**src/pf_pkg.sv**
```systemverilog
// Shared types, constants and cell arithmetic for the Playfair encryptor.
// Used by pf_ctrl, pf_datapath and playfair_encrypt; depends on nothing.
`timescale 1ns / 1ps

package pf_pkg;

  localparam int SIDE    = 5;
  localparam int CELLS   = SIDE * SIDE;
  localparam int LETTERS = 26;

  typedef logic [4:0] letter_t;
  typedef logic [4:0] cell_t;
  typedef logic [2:0] row_t;
  typedef logic [1:0] kind_t;

  localparam letter_t CODE_I    = 5'd8;
  localparam letter_t CODE_J    = 5'd9;
  localparam letter_t CODE_X    = 5'd23;
  localparam letter_t LAST_CODE = letter_t'(LETTERS - 1);
  localparam cell_t   CELL_LIM  = cell_t'(CELLS);

  localparam kind_t KIND_KEY  = 2'd0;
  localparam kind_t KIND_TEXT = 2'd1;
  localparam kind_t KIND_END  = 2'd2;

  // Commands from controller to datapath
  typedef struct packed {
    logic key_place;   // append an accepted key letter
    logic load_cur;    // latch an accepted plaintext letter
    logic fill_start;  // restart the alphabet sweep
    logic fill_step;   // place one alphabet letter
    logic open_pair;   // keep current letter as first of a pair
    logic close_pair;  // form pair from pending and current letter
    logic end_pair;    // form pair from pending letter and x
    logic pos_sel_b;   // position read: 0 first letter, 1 second letter
    logic cap_pa;      // capture position of first letter
    logic cap_f;       // compute and capture cipher cells
    logic sq_sel_b;    // square read: 0 first cell, 1 second cell
    logic cap_first;   // capture first cipher letter
    logic emit;        // load result register
  } pf_cmd_t;

  // Status from datapath to controller
  typedef struct packed {
    logic letter_ok;   // folded input letter is in range
    logic complete;    // square is complete
    logic pending;     // a pair is open
    logic fill_last;   // sweep is on its last letter
    logic out_free;    // result register can take a new result
  } pf_stat_t;

  // Row of a cell, by comparison against row boundaries
  function automatic row_t pf_row(cell_t p);
    row_t r;
    r = '0;
    for (int k = 1; k < SIDE; k++) begin
      if (p >= cell_t'(k * SIDE)) r = row_t'(k);
    end
    return r;
  endfunction

  // Cell index from row and column: row * 5 + col as shifts and adds
  function automatic cell_t pf_cell(row_t r, row_t c);
    return ({2'b00, r} << 2) + {2'b00, r} + {2'b00, c};
  endfunction

  // Column of a cell
  function automatic row_t pf_col(cell_t p);
    cell_t d;
    d = p - pf_cell(pf_row(p), 3'd0);
    return d[2:0];
  endfunction

  // Cyclic successor of a row or column
  function automatic row_t pf_next(row_t x);
    return (x == row_t'(SIDE - 1)) ? 3'd0 : x + 3'd1;
  endfunction

endpackage

```
**src/pf_ctrl.sv**
```systemverilog
// Controller state machine for the Playfair encryptor.
// Sequences key appends, alphabet sweep, pair forming and square lookups; uses pf_pkg.
`timescale 1ns / 1ps

module pf_ctrl import pf_pkg::*; (
  input  logic     clk_i,
  input  logic     rst_ni,
  input  logic     in_valid_i,
  input  kind_t    kind_i,
  input  pf_stat_t stat_i,
  output logic     in_stall_o,
  output pf_cmd_t  cmd_o
);

  typedef enum logic [3:0] {
    S_IDLE, S_FILL, S_PAIR, S_RA, S_RB, S_CALC, S_SA, S_SB, S_EMIT
  } state_e;

  state_e state_q, state_d;

  assign in_stall_o = (state_q != S_IDLE);

  // Decode commands and next state
  always_comb begin
    cmd_o   = '0;
    state_d = state_q;
    case (state_q)
      S_IDLE: begin
        if (in_valid_i) begin
          case (kind_i)
            KIND_KEY: begin
              cmd_o.key_place = stat_i.letter_ok;
            end
            KIND_TEXT: begin
              if (stat_i.letter_ok) begin
                cmd_o.load_cur = 1'b1;
                if (stat_i.complete) begin
                  state_d = S_PAIR;
                end else begin
                  cmd_o.fill_start = 1'b1;
                  state_d = S_FILL;
                end
              end
            end
            KIND_END: begin
              if (stat_i.pending) begin
                cmd_o.end_pair = 1'b1;
                state_d = S_RA;
              end
            end
            default: ;
          endcase
        end
      end
      S_FILL: begin
        cmd_o.fill_step = 1'b1;
        if (stat_i.fill_last) state_d = S_PAIR;
      end
      S_PAIR: begin
        if (stat_i.pending) begin
          cmd_o.close_pair = 1'b1;
          state_d = S_RA;
        end else begin
          cmd_o.open_pair = 1'b1;
          state_d = S_IDLE;
        end
      end
      S_RA: begin
        state_d = S_RB;
      end
      S_RB: begin
        cmd_o.pos_sel_b = 1'b1;
        cmd_o.cap_pa    = 1'b1;
        state_d = S_CALC;
      end
      S_CALC: begin
        cmd_o.cap_f = 1'b1;
        state_d = S_SA;
      end
      S_SA: begin
        state_d = S_SB;
      end
      S_SB: begin
        cmd_o.sq_sel_b  = 1'b1;
        cmd_o.cap_first = 1'b1;
        state_d = S_EMIT;
      end
      S_EMIT: begin
        // hold until the result register is free
        cmd_o.sq_sel_b = 1'b1;
        if (stat_i.out_free) begin
          cmd_o.emit = 1'b1;
          state_d = S_IDLE;
        end
      end
      default: begin
        state_d = S_IDLE;
      end
    endcase
  end

  // Hold state
  always_ff @(posedge clk_i or negedge rst_ni) begin
    if (!rst_ni) begin
      state_q <= S_IDLE;
    end else begin
      state_q <= state_d;
    end
  end

endmodule

```
**src/pf_datapath.sv**
```systemverilog
// Datapath of the Playfair encryptor: square and position memories, letter flags,
// pair registers, cipher cell arithmetic and result register; uses pf_pkg.
`timescale 1ns / 1ps

module pf_datapath import pf_pkg::*; (
  input  logic     clk_i,
  input  logic     rst_ni,
  input  letter_t  letter_i,
  input  logic     out_stall_i,
  input  pf_cmd_t  cmd_i,
  output pf_stat_t stat_o,
  output logic     out_valid_o,
  output letter_t  cipher_first_o,
  output letter_t  cipher_second_o
);

  // Memories: letter per cell, cell per letter
  letter_t sq_mem  [CELLS];
  cell_t   pos_mem [LETTERS];

  logic [LETTERS-1:0] present_q, present_d;
  cell_t   fill_q, fill_d;
  logic    complete_q, complete_d;
  logic    pending_q, pending_d;
  letter_t pend_q, cur_q, a_q, b_q, cnt_q;
  cell_t   pa_q, fa_q, fb_q, pos_rd_q;
  letter_t sq_rd_q, first_q;
  logic    out_valid_q;
  letter_t out_first_q, out_second_q;

  letter_t folded;
  logic [LETTERS-1:0] base_present;
  cell_t   base_fill;
  letter_t place_code;
  logic    place_try, place_en;
  letter_t pos_raddr;
  cell_t   sq_raddr;

  assign folded = (letter_i == CODE_J) ? CODE_I : letter_i;

  // A key letter after plaintext starts from an empty square
  always_comb begin
    base_present = present_q;
    base_fill    = fill_q;
    if (cmd_i.key_place && complete_q) begin
      base_present = '0;
      base_fill    = '0;
    end
  end

  assign place_code = cmd_i.key_place ? folded : cnt_q;
  assign place_try  = cmd_i.key_place || (cmd_i.fill_step && (cnt_q != CODE_J));
  assign place_en   = place_try && !base_present[place_code] && (base_fill < CELL_LIM);

  // Next values of square bookkeeping and pair state
  always_comb begin
    present_d  = base_present;
    fill_d     = base_fill;
    complete_d = complete_q;
    pending_d  = pending_q;
    if (place_en) begin
      present_d[place_code] = 1'b1;
      fill_d = base_fill + 5'd1;
    end
    if (cmd_i.key_place && complete_q) begin
      complete_d = 1'b0;
      pending_d  = 1'b0;
    end
    if (cmd_i.fill_step && (cnt_q == LAST_CODE)) complete_d = 1'b1;
    if (cmd_i.open_pair) pending_d = 1'b1;
    if (cmd_i.close_pair || cmd_i.end_pair) pending_d = 1'b0;
  end

  // Control registers
  always_ff @(posedge clk_i or negedge rst_ni) begin
    if (!rst_ni) begin
      present_q   <= '0;
      fill_q      <= '0;
      complete_q  <= 1'b0;
      pending_q   <= 1'b0;
      pend_q      <= '0;
      out_valid_q <= 1'b0;
    end else begin
      present_q  <= present_d;
      fill_q     <= fill_d;
      complete_q <= complete_d;
      pending_q  <= pending_d;
      if (cmd_i.open_pair) pend_q <= cur_q;
      if (cmd_i.emit) begin
        out_valid_q <= 1'b1;
      end else if (!out_stall_i) begin
        out_valid_q <= 1'b0;
      end
    end
  end

  // Memory writes
  always_ff @(posedge clk_i) begin
    if (place_en) begin
      sq_mem[base_fill]   <= place_code;
      pos_mem[place_code] <= base_fill;
    end
  end

  // Registered memory reads
  assign pos_raddr = cmd_i.pos_sel_b ? b_q : a_q;
  assign sq_raddr  = cmd_i.sq_sel_b ? fb_q : fa_q;

  always_ff @(posedge clk_i) begin
    pos_rd_q <= pos_mem[pos_raddr];
    sq_rd_q  <= sq_mem[sq_raddr];
  end

  // Cipher cells by the row, column and rectangle rules
  row_t ra, ca, rb, cb;
  cell_t fa_d, fb_d;

  always_comb begin
    ra = pf_row(pa_q);
    ca = pf_col(pa_q);
    rb = pf_row(pos_rd_q);
    cb = pf_col(pos_rd_q);
    if (ra == rb) begin
      fa_d = pf_cell(ra, pf_next(ca));
      fb_d = pf_cell(rb, pf_next(cb));
    end else if (ca == cb) begin
      fa_d = pf_cell(pf_next(ra), ca);
      fb_d = pf_cell(pf_next(rb), cb);
    end else begin
      fa_d = pf_cell(ra, cb);
      fb_d = pf_cell(rb, ca);
    end
  end

  // Payload registers
  always_ff @(posedge clk_i) begin
    if (cmd_i.load_cur) cur_q <= folded;
    if (cmd_i.fill_start) begin
      cnt_q <= '0;
    end else if (cmd_i.fill_step) begin
      cnt_q <= cnt_q + 5'd1;
    end
    if (cmd_i.close_pair) begin
      a_q <= pend_q;
      b_q <= (cur_q == pend_q) ? CODE_X : cur_q;
    end else if (cmd_i.end_pair) begin
      a_q <= pend_q;
      b_q <= CODE_X;
    end
    if (cmd_i.cap_pa) pa_q <= pos_rd_q;
    if (cmd_i.cap_f) begin
      fa_q <= fa_d;
      fb_q <= fb_d;
    end
    if (cmd_i.cap_first) first_q <= sq_rd_q;
    if (cmd_i.emit) begin
      out_first_q  <= first_q;
      out_second_q <= sq_rd_q;
    end
  end

  assign stat_o.letter_ok = (folded < letter_t'(LETTERS));
  assign stat_o.complete  = complete_q;
  assign stat_o.pending   = pending_q;
  assign stat_o.fill_last = (cnt_q == LAST_CODE);
  assign stat_o.out_free  = !out_valid_q || !out_stall_i;

  assign out_valid_o     = out_valid_q;
  assign cipher_first_o  = out_first_q;
  assign cipher_second_o = out_second_q;

endmodule

```
**src/playfair_encrypt.sv**
```systemverilog
// Playfair encryptor top level: ties controller and datapath together.
// Key letter: placed while idle. Opening letter of a pair: held as pending; the first
// plaintext letter after a key first sweeps the alphabet into the square, J apart.
// Closing letter or end of message: forms the pair, reads both positions and then both
// cipher cells via one read port per memory and emits when the result register is free.
// Reset clears flags, counts and valids at once; memories stay undefined until written.
`timescale 1ns / 1ps

module playfair_encrypt import pf_pkg::*; (
  input  logic    clk_i,
  input  logic    rst_ni,
  input  logic    in_valid_i,
  output logic    in_stall_o,
  input  kind_t   kind_i,
  input  letter_t letter_i,
  output logic    out_valid_o,
  input  logic    out_stall_i,
  output letter_t cipher_first_o,
  output letter_t cipher_second_o
);

  pf_cmd_t  cmd;
  pf_stat_t stat;

  pf_ctrl u_ctrl (
    .clk_i      (clk_i),
    .rst_ni     (rst_ni),
    .in_valid_i (in_valid_i),
    .kind_i     (kind_i),
    .stat_i     (stat),
    .in_stall_o (in_stall_o),
    .cmd_o      (cmd)
  );

  pf_datapath u_datapath (
    .clk_i           (clk_i),
    .rst_ni          (rst_ni),
    .letter_i        (letter_i),
    .out_stall_i     (out_stall_i),
    .cmd_i           (cmd),
    .stat_o          (stat),
    .out_valid_o     (out_valid_o),
    .cipher_first_o  (cipher_first_o),
    .cipher_second_o (cipher_second_o)
  );

endmodule
```
**config.mk**
```make
export PLATFORM = sky130hd
export DESIGN_NAME = playfair_encrypt
export DESIGN_NICKNAME = d
export VERILOG_FILES = /design/src/pf_pkg.sv /design/src/pf_ctrl.sv /design/src/pf_datapath.sv /design/src/playfair_encrypt.sv
export SDC_FILE = /design/constraint.sdc
export NUM_CORES = 1
export LEC_CHECK = 0
export BUFFER_PORTS_ARGS = -buffer_cell sky130_fd_sc_hd__buf_2
export CAP_MARGIN = 20
export CELL_PAD_IN_SITES_DETAIL_PLACEMENT = 1
export CELL_PAD_IN_SITES_GLOBAL_PLACEMENT = 2
export CORE_MARGIN = 4
export CORE_UTILIZATION = 50
export CTS_BUF_LIST = sky130_fd_sc_hd__clkbuf_8
export DETAILED_ROUTE_END_ITERATION = 10
export GPL_TIMING_DRIVEN = 0
export PLACE_DENSITY = 0.95
export SYNTH_ARGS = -nofsm -noshare
export SYNTH_HDL_FRONTEND = slang
export SYNTH_SLANG_ARGS = --single-unit
```
**constraint.sdc**
```tcl
create_clock -name clk_i -period 7.8 [get_ports clk_i]
set_input_delay 1.17 -clock clk_i [delete_from_list [all_inputs] [get_ports clk_i]]
set_output_delay 1.17 -clock clk_i [all_outputs]
set_load 0.01 [all_outputs]
```
==> Yosys cells after proc, flatten, opt, wreduce, memory -nomap -nowiden <==
Memory sizes are Yosys's and may differ from the RTL's. A register that Yosys moved wholly into a read port is not among the register bits.
Cells that the tools add are included.
Widths: inputs -> output; s select.
{ "word_totals": {"memories": 2, "ff_bits": 93, "ramBits": 255, "inputBits": 11, "out_inout_bits": 12, "wordCells": 166} }
{ "mem_list": {"columns": ["memory", "depth", "width", "read_ports", "rd_clocked_by_memory_dff", "write_ports", "line", "text"], "rows": [
  ["u_datapath.pos_mem", 26, 5, 1, 1, 1, "pf_datapath.sv:19", "cell_t pos_mem [LETTERS];"],
  ["u_datapath.sq_mem", 25, 5, 1, 1, 1, "pf_datapath.sv:18", "letter_t sq_mem [CELLS];"]
]} }
{ "op_classes": {"bitwise": 1, "n_mux": 69, "eq_ne": 27, "n_reduce_logical": 20, "addsub": 18, "order_cmp": 12} }
{ "ops": {"columns": ["op", "n"], "rows": [
  ["$mux 5", 15],
  ["$mux 26", 2],
  ["$add 5x3->5", 10],
  ["$pmux 4 s9", 1],
  ["$or 26x26->26", 1],
  ["$mux 1", 25],
  ["$mux 3", 8],
  ["$ge 5x4->1 const B", 4],
  ["$mux 2", 10],
  ["$mux 4", 5],
  ["$eq 4x3->1 const B", 4],
  ["$add 3x1->3 const B", 4],
  ["$eq 3x3->1 const B", 4],
  ["$add 5x1->5 const B", 2],
  ["$ge 5x3->1 const B", 2],
  ["$ge 5x5->1 const B", 2],
  ["$lt 5x5->1 const B", 2],
  ["$eq 4x2->1 const B", 2],
  ["$pmux 4 s2", 1],
  ["$eq 3x3->1", 2],
  ["$logic_and 1x1->1", 6],
  ["$lt 5x6->1 const B", 1],
  ["$ne 2x2->1 const B", 3],
  ["$ne 3x2->1 const B", 2],
  ["other kinds (23)", 29]
]} }

==> Longest topological paths before layout <==
Gate-level depths: netlist (run 1).
{ "logic_depth": {"ltp_word": 16, "ltp_mapped": 19, "ltp_nobuf": 19} }

==> Modules after synthesis <==
From an unflattened synthesis (run 1), not the netlist that was laid out.
{ "hier_totals": {"cells_unflattened": 1140, "area_unflattened_um2": 16158.0} }
{ "modules_own_cells": {"columns": ["module", "instances", "cells_per_inst", "area_per_inst_um2"], "rows": [
  ["pf_datapath", 1, 1089, 15778.9],
  ["pf_ctrl", 1, 51, 379.1]
]} }

==> Worst setup path before layout (run 1) <==
OpenSTA, ideal clock, no wires.
{ "synth_path": {"kind": "register to register", "start": "register u_datapath.pa_q[1]", "end": "register u_datapath.fa_q[4], data pin", "n_path_buf": 0, "setup_time_ps": 256, "stages_incl_launch_ff": 19, "t_arrival_ps": 4135, "path_slack_ps": 3409, "path_cell_list": "edfxtp_1 maj3_1 a211oi_1 inv_1 and2_1 ha_1 inv_1 fa_1 xnor2_1 xnor2_1 inv_1 fa_1 inv_1 ha_1 a21o_1 a21oi_1 xnor2_1 nand4_1 o211a_1"} }
{ "synth_via": {"elab_chain_cells": 11} }
{ "synth_rtl": {"columns": ["item", "line", "text"], "rows": [
  ["from (decl)", "pf_datapath.sv:26", "cell_t pa_q, fa_q, fb_q, pos_rd_q;"],
  ["from (signal assigned)", "pf_datapath.sv:150", "if (cmd_i.cap_pa) pa_q <= pos_rd_q;"],
  ["$ge 5x3->1", "pf_pkg.sv:57", "if (p >= cell_t'(k * SIDE)) r = row_t'(k);"],
  ["$mux 1", "pf_pkg.sv:57", null],
  ["$mux 2 (2 in series)", "pf_pkg.sv:57", null],
  ["$mux 3", "pf_pkg.sv:57", null],
  ["$add 5x3->5 (tied with other cells)", "pf_pkg.sv:64", "return ({2'b00, r} << 2) + {2'b00, r} + {2'b00, c};"],
  ["$sub 3x3->3 / $mux 3 (equally long branches)", "pf_pkg.sv:70, pf_pkg.sv:76", null],
  ["$add 3x1->3 (tied with other cells)", "pf_pkg.sv:76", "return (x == row_t'(SIDE - 1)) ? 3'd0 : x + 3'd1;"],
  ["$mux 3 / $add 5x3->5 (equally long branches)", "pf_pkg.sv:76, pf_pkg.sv:64", null],
  ["$add 5x3->5 / $mux 5 (equally long branches)", "pf_pkg.sv:64, pf_datapath.sv:126", null],
  ["$mux 5 (*)", "pf_datapath.sv:123", "if (ra == rb) begin"],
  ["net u_datapath.fa_d[4]", "pf_datapath.sv:116", "cell_t fa_d, fb_d;"],
  ["to (signal assigned)", "pf_datapath.sv:152", "fa_q <= fa_d;"],
  ["to (decl)", "pf_datapath.sv:26", null]
]} }
Mark *: on every way through the listed nets, which the timed path passes. The rest lies on a longest branch.
A chain may end at the register's enable or synchronous reset.

==> Final worst setup path (run 1) <==
{ "layout_path": {"start": "register u_datapath.pa_q[3]", "end": "register u_datapath.fa_q[4], data pin"} }
{ "layout_via": {"elab_chain_cells": 11} }
{ "layout_rtl": {"columns": ["item", "line"], "rows": [
  ["$ge 5x3->1", "pf_pkg.sv:57"],
  ["$mux 1", "pf_pkg.sv:57"],
  ["$mux 2 (2 in series)", "pf_pkg.sv:57"],
  ["$mux 3 (*)", "pf_pkg.sv:57"],
  ["$add 5x3->5 (tied with other cells)", "pf_pkg.sv:64"],
  ["$sub 3x3->3 / $mux 3 (equally long branches)", "pf_pkg.sv:70, pf_pkg.sv:76"],
  ["$add 3x1->3 (tied with other cells)", "pf_pkg.sv:76"],
  ["$mux 3 / $add 5x3->5 (equally long branches)", "pf_pkg.sv:76, pf_pkg.sv:64"],
  ["$add 5x3->5 / $mux 5 (equally long branches)", "pf_pkg.sv:64, pf_datapath.sv:126"],
  ["$mux 5 (*)", "pf_datapath.sv:123"],
  ["net u_datapath.fa_d[4]", "pf_datapath.sv:116"]
]} }
Marked as above.

==> results.toml, run 1 <==
[critical_path]
critPathMaxFanout = 5
r2r_end = "u_datapath.fa_q[4]$_DFFE_PP_"
worst_setup_path_end_kind = "register"
reg2reg_depth = 19
r2r_start = "u_datapath.pa_q[3]$_DFFE_PP_"
cp-start-kind = "register"
required_ps = 8150
r2r_slack_ps = 2680
crit_type = "register to register"
crit_arrival_ps = 5470

[clock_tree]
postCtsSetupBuffers = 0
clk_pin_slew_worst_paths_ps = 70
clock_latency_ps = 630
clock_sinks = 358
cts_root_buffer = "clkbuf_8"
cts_resized = 0
holdBufCountCts = 0
numCtsBuffers = 58
cts-htree-levels = 2
cts_tree = "built"
cts_buffer_depth = 3

[yosys]
ys_seq_area_frac = 0.621
synth.cell_area_sq_mm = 0.0167
synthFlopType = "edfxtp_1"
synth_enable_flop_cells = 300
synth_area_leaders = "edfxtp_1 54%, dfrtp_1 6.4%, mux2i_1 3.8%"
synth_compound_area_frac = 0.100
synth_top_area_frac = 0.539
synth_xor_area_frac = 0.0189
synthDistinctLibCells = 76
postSynthAreaPerCell_sq_um = 12.9
synth_simple_gate_area_frac = 0.114
synth_top_family_by_area = "simple AND/OR/NAND/NOR gates"
synth_top_area_cell = "edfxtp_1"
synth_top_cells_by_count = "300 x edfxtp_1, 150 x nand2_1, 64 x mux2i_1"
synthMuxAreaShare = 0.0787
synthArstFlopShare = 0.120
synth.most_common_cell = "edfxtp_1"
syn_inst = 1298
synth_nets = 1355
ys_ff_latch = 358
yosys.area_share.adder = 0.0391
yosys_warnings = 0

[timing]
clock_skew_ps = 37.5
rsz0062_at_grt = "no"
setup_viol_count_final = 0
slew_viol_final = 0
period_share = 0.657
tightest_slew_ps = 1080
fin_tns_setup_ps = 0
min_period_ps = 5120
finalHoldViolCount = 0
timing.hold.ws_ps = 353
fmax_ghz = 0.195
slew_headroom = 0.257

[global_route]
gr-total-overflow = 0
grt_pass1_vias = 12000
antenna_found_initial = 0
grt_max_degree = 44
grt_first_pass_wirelength_um = 69700
grt_usage = 0.249

[drt]
drc = 0
ant_nets = 0
dr.pass1.iters = 5
routed_via_density = 6.00
drt_wl_total_um = 45900
vias = 11300
wire_per_inst_um = 24.4
drtIter0Drc = 938

[die]
num_rows = 66
die_x_um = 191
core_sq_mm = 0.0328
initial_core_util = 0.510
io_pins = 23
dieArea_sq_mm = 0.0364
die_y_um = 191

[final_layout]
top_register = "u_datapath.pos_mem"
areaGrowthSynthToFinish_pct = 11.8
drive_gt1_frac = 0.131
largest_reg_flops = 130
final_util = 0.570
fin_cells = 1876
top_regs = "u_datapath.pos_mem (130), u_datapath.sq_mem (125), u_datapath.present_q (26)"
antenna_cells = 0
layout.nets = 1447

[power]
power_mw = 9.05
vdd_drop_max_mv = 0.357
leakage_nw = 6.73
pwr_density_cell_mw_per_mm2 = 484

[placed_design]
dp_cells = 1765
place.gp.congestion = 0.865
dpl.hpwl_um = 31400
port_buffers = 21

[status]
status = "completed"

[min_path]
hp-class = "input port to asynchronous set/reset pin"

[run]
maxCapViolCount = 0
layout make-up:
type,instances,area [sq um]
plain buffers,76,318
repair buffers,32,302
inverters,41,154
fillers,3320,14100
multi-input cells,823,5870
clock buffers,65,895
clock inverters,39,221
flip-flops and latches,358,10400
well taps,442,553
cells in the final DEF, fill, tap and decap left out, drive strengths merged, types with 15 or more instances in the layout:
master,instances
ha,37
nor3,41
mux2i,64
mux4,15
buf,59
dfxtp,15
o31ai,30
nor2b,31
nand2,152
clkbuf,113
dfrtp,43
mux2,30
o21ai,25
a211oi,50
inv,58
a21oi,54
xnor2,20
edfxtp,300
nor2,62
clkinv,17
nand3,39
xor2,16
how the worst max path moves through the flow:
| stage | from | endpoint | slack, ps |
|---|---|---|---|
| floorplan | u_datapath.pa_q[1]$_DFFE_PP_ | u_datapath.fa_q[4]$_DFFE_PP_ | 3410 |
| global placement | letter_i[4] | u_datapath.sq_mem[15][0]$_DFFE_PP_ | 1910 |
| detailed placement | letter_i[4] | u_datapath.sq_mem[15][0]$_DFFE_PP_ | 1700 |
| CTS | letter_i[4] | u_datapath.sq_mem[15][0]$_DFFE_PP_ | 2340 |
| global route | u_datapath.pa_q[3]$_DFFE_PP_ | u_datapath.fa_q[4]$_DFFE_PP_ | 2300 |
| finish | u_datapath.pa_q[3]$_DFFE_PP_ | u_datapath.fa_q[4]$_DFFE_PP_ | 2680 |
critical path: stages, from the launching register on:
cell and delay [ps]:
edfxtp_1 420, inv_1 90, maj3_1 360, a211oi_1 490
inv_1 260, and2_1 280, ha_1 200, inv_1 70
fa_1 180, xnor2_1 90, xnor2_1 550, inv_1 220
fa_1 580, inv_1 70, ha_1 290, a21o_1 150
a21oi_1 160, xnor2_1 140, nand4_1 110, o211a_1 170
metrics by stage:
step | instance area, sq um | setup slack, ps
2_1_floorplan | 16700 | 3410
3_3_place_gp | 17400 | 1910
3_5_place_dp | 17400 | 1700
4_1_cts | 18500 | 2340
5_1_grt | 18700 | 2300
6_report | 18700 | 2680
metal layers:
| layer | global-route usage | share of wire |
|---|---|---|
| met5 | 0 | 0 |
| met4 | 0.0903 | 0.034 |
| met3 | 0.0386 | 0.042 |
| met2 | 0.425 | 0.50 |
| met1 | 0.324 | 0.42 |
where the power goes:
group | internal (mW) | switching [mW]
clock | 0.826 | 0.754
sequential | 2.61 | 0.167
combinational | 1.67 | 3.02
cell families after synthesis:
group | after synthesis
AO/OA/AOI/OAI | 241
XOR/XNOR | 36
adder cells (fa/ha/maj) | 47
buffers and inverters | 117
flip-flops | 358
multiplexers | 109
AND/OR/NAND/NOR | 390
Power figures use the tool's default switching activity.
==> inputs of run 2 (changes only) <==
--- a/config.mk
+++ b/config.mk
@@ -5,12 +5,13 @@
 export SDC_FILE = /design/constraint.sdc
 export NUM_CORES = 1
 export LEC_CHECK = 0
+export ABC_AREA = 1
 export BUFFER_PORTS_ARGS = -buffer_cell sky130_fd_sc_hd__buf_2
 export CAP_MARGIN = 20
 export CELL_PAD_IN_SITES_DETAIL_PLACEMENT = 1
 export CELL_PAD_IN_SITES_GLOBAL_PLACEMENT = 2
 export CORE_MARGIN = 4
-export CORE_UTILIZATION = 50
+export CORE_UTILIZATION = 44
 export CTS_BUF_LIST = sky130_fd_sc_hd__clkbuf_8
 export DETAILED_ROUTE_END_ITERATION = 10
 export GPL_TIMING_DRIVEN = 0
==> constraint.sdc (replaced) <==
create_clock -name clk_i -period 5.3 [get_ports clk_i]
set_input_delay 0.795 -clock clk_i [delete_from_list [all_inputs] [get_ports clk_i]]
set_output_delay 0.795 -clock clk_i [all_outputs]
set_load 0.01 [all_outputs]
==> results.toml, run 2 <==
[power]
leakage_nw = 7.90
power_mw = 13.1
pwr_density_cell_mw_per_mm2 = 691
vdd_drop_max_mv = 0.346

[final_layout]
final_cell_mix = "378 x nand2_1, 300 x edfxtp_1, 187 x inv_1"
antenna_cells = 0
top_register = "u_datapath.pos_mem"
largest_reg_flops = 130
register_area_sq_mm = 0.0104
drive_gt1_frac = 0.107
layout.nets = 1813
top_regs = "u_datapath.pos_mem (130), u_datapath.sq_mem (125), u_datapath.present_q (26)"
multi_input_area_sq_mm = 0.00559
areaGrowthSynthToFinish_pct = 12.3
final_common_cell = "nand2_1"
fill_cells = 4269

[die]
die_x_um = 204
initial_core_util = 0.448
io_pins = 23
die_y_um = 204
num_rows = 71
dieArea_sq_mm = 0.0417
core_sq_mm = 0.0378

[clock_tree]
clock_latency_ps = 650
cts_resized = 0
holdBufCountCts = 0
cts_tree = "built"
clock_sinks = 358
postCtsSetupBuffers = 0
cts_root_buffer = "clkbuf_8"
cts-htree-levels = 2
numCtsBuffers = 59
clk_pin_slew_worst_paths_ps = 70
cts_buffer_depth = 3

[status]
status = "completed"

[yosys]
synth_top_cells_by_count = "378 x nand2_1, 300 x edfxtp_1, 164 x inv_1"
yosys_warnings = 0
synth.cell_area_sq_mm = 0.0169
synth.most_common_cell = "nand2_1"
postSynthAreaPerCell_sq_um = 10.2
synth_enable_flop_cells = 300
synthArstFlopShare = 0.120
syn_inst = 1665
synth_top_area_cell = "edfxtp_1"
synth_area_leaders = "edfxtp_1 53%, nand2_1 8.4%, dfrtp_1 6.3%"
synth_nets = 1722
synthDistinctLibCells = 43
synthFlopType = "edfxtp_1"
ys_seq_area_frac = 0.613
ys_ff_latch = 358
synth_top_area_frac = 0.532

[drt]
drc = 0
dr.pass1.iters = 5
vias = 12500
wire_per_inst_um = 20.3
drt_wl_total_um = 47100
drtIter0Drc = 1008
routed_via_density = 5.38
ant_nets = 0

[timing]
finalHoldViolCount = 0
clock_skew_ps = 39.1
slew_headroom = 0.306
tightest_slew_ps = 1030
fmax_ghz = 0.213
rsz0062_at_grt = "no"
slew_viol_final = 0
setup_viol_count_final = 0
timing.hold.ws_ps = 112
fin_tns_setup_ps = 0
period_share = 0.886
min_period_ps = 4700

[critical_path]
critPathMaxFanout = 6
r2r_start = "u_datapath.pa_q[1]$_DFFE_PP_"
required_ps = 5660
crit_arrival_ps = 5060
cp-start-kind = "register"
crit_type = "register to register"
worstSetupStartpoint = "u_datapath.pa_q[1]$_DFFE_PP_"
worst_setup_path_end_kind = "register"
r2r_slack_ps = 600

[placed_design]
place.gp.congestion = 0.856
port_buffers = 22
dpl.hpwl_um = 32800

[global_route]
gr-total-overflow = 0
grt_pass1_vias = 13300
grt_max_degree = 35
antenna_found_initial = 0
grt_first_pass_wirelength_um = 74200
grt_usage = 0.227

[min_path]
hp-class = "input port to asynchronous set/reset pin"

[run]
maxCapViolCount = 0
-- run 2: cell families after synthesis --
group                    Yosys count  share of synthesized area
XOR/XNOR                          25                     0.0129
AO/OA/AOI/OAI                    265                     0.0934
buffers and inverters            245                     0.0577
AND/OR/NAND/NOR                  726                      0.185
flip-flops                       358                      0.613
adder cells (fa/ha/maj)           46                     0.0379
-- run 2: final cells by class --
| class | count | area share |
|---|---|---|
| Tap cell | 511 | 0.0336 |
| Clock buffer | 70 | 0.0506 |
| Inverter | 173 | 0.0341 |
| Multi-Input combinational cell | 1062 | 0.294 |
| Buffer | 72 | 0.0172 |
| Sequential cell | 358 | 0.546 |
| Timing Repair Buffer | 30 | 0.0153 |
| Clock inverter | 40 | 0.00934 |
-- run 2: routing by layer --
| metal | track usage | vias to the layer above | wire length (um) |
|---|---|---|---|
| met3 | 0.0365 | 93 | 2170 |
| met1 | 0.301 | 6208 | 20500 |
| met2 | 0.388 | 301 | 23100 |
| met4 | 0.0694 | 0 | 1230 |
| met5 | 0 | - | 0 |
| li1 | - | 5856 | - |
-- run 2: power by group --
part	total, mW	internal (mW)	switching [mW]
Clock	2.32	1.20	1.12
Sequential	3.92	3.74	0.185
Combinational	6.90	2.22	4.68
Total	13.1	7.16	5.98
-- run 2: through the flow --
stage | cells | util | setup slack [ps] | instance area, sq um
6_report | 2316 | 0.503 | 604 | 19000
5_1_grt | 2316 | 0.503 | 281 | 19000
4_1_cts | 2313 | 0.501 | 554 | 18900
3_5_place_dp | 2203 | 0.470 | 521 | 17800
3_3_place_gp | 2198 | 0.468 | 439 | 17700
2_1_floorplan | 1665 | - | 1200 | 16900
-- run 2: critical path: stages (launching register included) --
cell	delay, ps
edfxtp_1	460
nor2_1	140
nand2_1	60
nand2_1	130
o21ai_0	170
nand2_1	230
nand2_1	130
inv_1	130
ha_1	160
inv_1	40
fa_1	370
xor2_1	180
or2_2	290
nand2_1	190
inv_1	100
fa_1	540
inv_1	70
ha_1	290
a21o_1	150
a21oi_1	170
xor2_1	100
nand3b_1	170
nand3_1	100
nand2_1	80
-- run 2: final timing paths --
kind / endpoint / cells past startpoint
min reg2reg: u_datapath.cipher_first_o[4]$_DFFE_PP_ / 0
max reg2reg: u_datapath.fa_q[4]$_DFFE_PP_ / 23
min: u_datapath.fill_q[3]$_DFF_PN0_ / 1
max: u_datapath.fa_q[4]$_DFFE_PP_ / 23
min in group clk_i: u_datapath.out_valid_o$_DFFE_PN0P_ / 3
max in group asynchronous: u_ctrl.state_q[2]$_DFFE_PN0P_ / 2
==> inputs of run 3 (changes only) <==
--- a/config.mk
+++ b/config.mk
@@ -15,7 +15,7 @@
 export CTS_BUF_LIST = sky130_fd_sc_hd__clkbuf_8
 export DETAILED_ROUTE_END_ITERATION = 10
 export GPL_TIMING_DRIVEN = 0
-export PLACE_DENSITY = 0.95
+export PLACE_DENSITY_LB_ADDON = 0.1
 export SYNTH_ARGS = -nofsm -noshare
 export SYNTH_HDL_FRONTEND = slang
 export SYNTH_SLANG_ARGS = --single-unit
==> results.toml, run 3 (synthesis results as in run 2) <==
[status]
status = "completed"

[timing]
tightest_slew_ps = 1010
fmax_ghz = 0.212
period_share = 0.891
slew_headroom = 0.324
fin_tns_setup_ps = 0
clock_skew_ps = 30.4
timing.hold.ws_ps = 86.9
min_period_ps = 4720
finalHoldViolCount = 0
setup_viol_count_final = 0
rsz0062_at_grt = "no"
slew_viol_final = 0

[critical_path]
cp-start-kind = "register"
critPathMaxFanout = 6
critPathBufInv = 4
crit_top_cell = "nand2_1"
crit_type = "register to register"
crit_arrival_ps = 5130
path_delay_family = "simple AND/OR/NAND/NOR gates"
path_cells = "nor2_1 -> nand2_1 -> nand2_1 -> o21ai_0 -> nand2_1 -> nand2_1 -> inv_1 -> ha_1 -> inv_1 -> fa_1 -> xor2_1 -> or2_2 -> nand2_1 -> inv_1 -> fa_1 -> inv_1 -> ha_1 -> a21o_1 -> a21oi_1 -> xor2_1 -> nand3b_1 -> nand3_1 -> nand2_1"
r2r_slack_ps = 580
required_ps = 5710
cp_slowest_cell = "fa_1"
crit_path_max_incr_delay_ps = 540
worst_setup_path_end_kind = "register"

[clock_tree]
cts-htree-levels = 2
holdBufCountCts = 0
numCtsBuffers = 60
cts_buffer_depth = 3
clk_pin_slew_worst_paths_ps = 70
cts_root_buffer = "clkbuf_8"
postCtsSetupBuffers = 0
cts_tree = "built"
clock_sinks = 358
cts_resized = 0
clock_latency_ps = 650

[drt]
drc = 0
routed_via_density = 5.28
wire_per_inst_um = 20.7
dr.pass1.iters = 5
ant_nets = 0
drt_wl_total_um = 48100
vias = 12200
drtIter0Drc = 731

[die]
die_x_um = 204
num_rows = 71
dieArea_sq_mm = 0.0417
io_pins = 23
core_sq_mm = 0.0378
die_y_um = 204
initial_core_util = 0.448

[final_layout]
final_common_cell = "nand2_1"
largest_reg_flops = 130
fill_cells = 4204
final_cell_mix = "378 x nand2_1, 300 x edfxtp_1, 184 x inv_1"
drive_gt1_frac = 0.111
fin_cells = 2319
multi_input_area_sq_mm = 0.00559
final_util = 0.506
register_area_sq_mm = 0.0104
top_regs = "u_datapath.pos_mem (130), u_datapath.sq_mem (125), u_datapath.present_q (26)"
top_register = "u_datapath.pos_mem"
layout.nets = 1814
areaGrowthSynthToFinish_pct = 13.0
antenna_cells = 0

[placed_design]
port_buffers = 22
dp_cells = 2204
dpl.hpwl_um = 34000
place.gp.congestion = 0.807

[power]
p_int_mw = 7.38
power_mw = 13.3
seqPwrFrac = 0.294
power_switching_mw = 5.95
pwr_density_cell_mw_per_mm2 = 696
p_sw_frac = 0.446
vdd_drop_max_mv = 0.375
comb_power_share = 0.512
p_clk_frac = 0.193
leakage_nw = 7.93

[global_route]
grt_pass1_vias = 13200
antenna_found_initial = 0
grt_usage = 0.235
gr-total-overflow = 0
grt_first_pass_wirelength_um = 76000
grt_max_degree = 35

[min_path]
hp-class = "input port to asynchronous set/reset pin"

[run]
maxCapViolCount = 0
==> run 3: worst register-to-register path, delay by kind of cell (launching register included) <==
family	cells	cell delay, ps
compound gates	3	470
xor+xnor	2	300
fa+ha+maj	4	1360
buf+inv	4	360
flops	1	460
simple gates	10	1540
==> run 3: worst paths after layout <==
check,cells after the start,start,end
setup / recovery,23,u_datapath.pa_q[1]$_DFFE_PP_,u_datapath.fa_q[4]$_DFFE_PP_
hold / removal,1,rst_ni,u_ctrl.state_q[0]$_DFFE_PN0P_
setup reg to reg,23,u_datapath.pa_q[1]$_DFFE_PP_,u_datapath.fa_q[4]$_DFFE_PP_
hold reg to reg,0,u_datapath.first_q[3]$_DFFE_PP_,u_datapath.cipher_first_o[3]$_DFFE_PP_
max in group asynchronous,2,rst_ni,u_datapath.present_q[21]$_DFF_PN0_
min in group clk_i,3,out_stall_i,u_datapath.out_valid_o$_DFFE_PN0P_
==> run 3: power groups by stage <==
stage               Clock [mW]  Combinational, mW  Sequential (mW)
CTS                       2.65               6.90             3.93
finish                    2.58               6.83             3.92
floorplan                    0               4.64             3.92
detailed placement           0               6.85             3.98
global placement             0               6.61             3.97
global route              2.78               7.77             3.96
==> run 3: per-stage QoR <==
stage | setup slack, ps | instance area [sq um]
6_report | 577 | 19100
4_1_cts | 503 | 19100
5_1_grt | 172 | 19100
3_5_place_dp | 463 | 17800
2_1_floorplan | 1200 | 16900
3_3_place_gp | 329 | 17700
==> run 3: area by class of cell <==
cell class / count / share of cell area
Timing Repair Buffer: 30 / 0.0148
Multi-Input combinational cell: 1062 / 0.292
Clock buffer: 64 / 0.0460
Tap cell: 511 / 0.0334
Clock inverter: 49 / 0.0201
Buffer: 72 / 0.0171
Sequential cell: 358 / 0.542
Inverter: 173 / 0.0339
==> run 3: layer usage <==
layer / GRT usage / part of all wire / vias up
met1: 0.316 / 0.45 / 6041
li1: - / - / 5870
met5: 0 / 0 / -
met3: 0.0335 / 0.042 / 88
met4: 0.0727 / 0.028 / 0
met2: 0.399 / 0.48 / 238
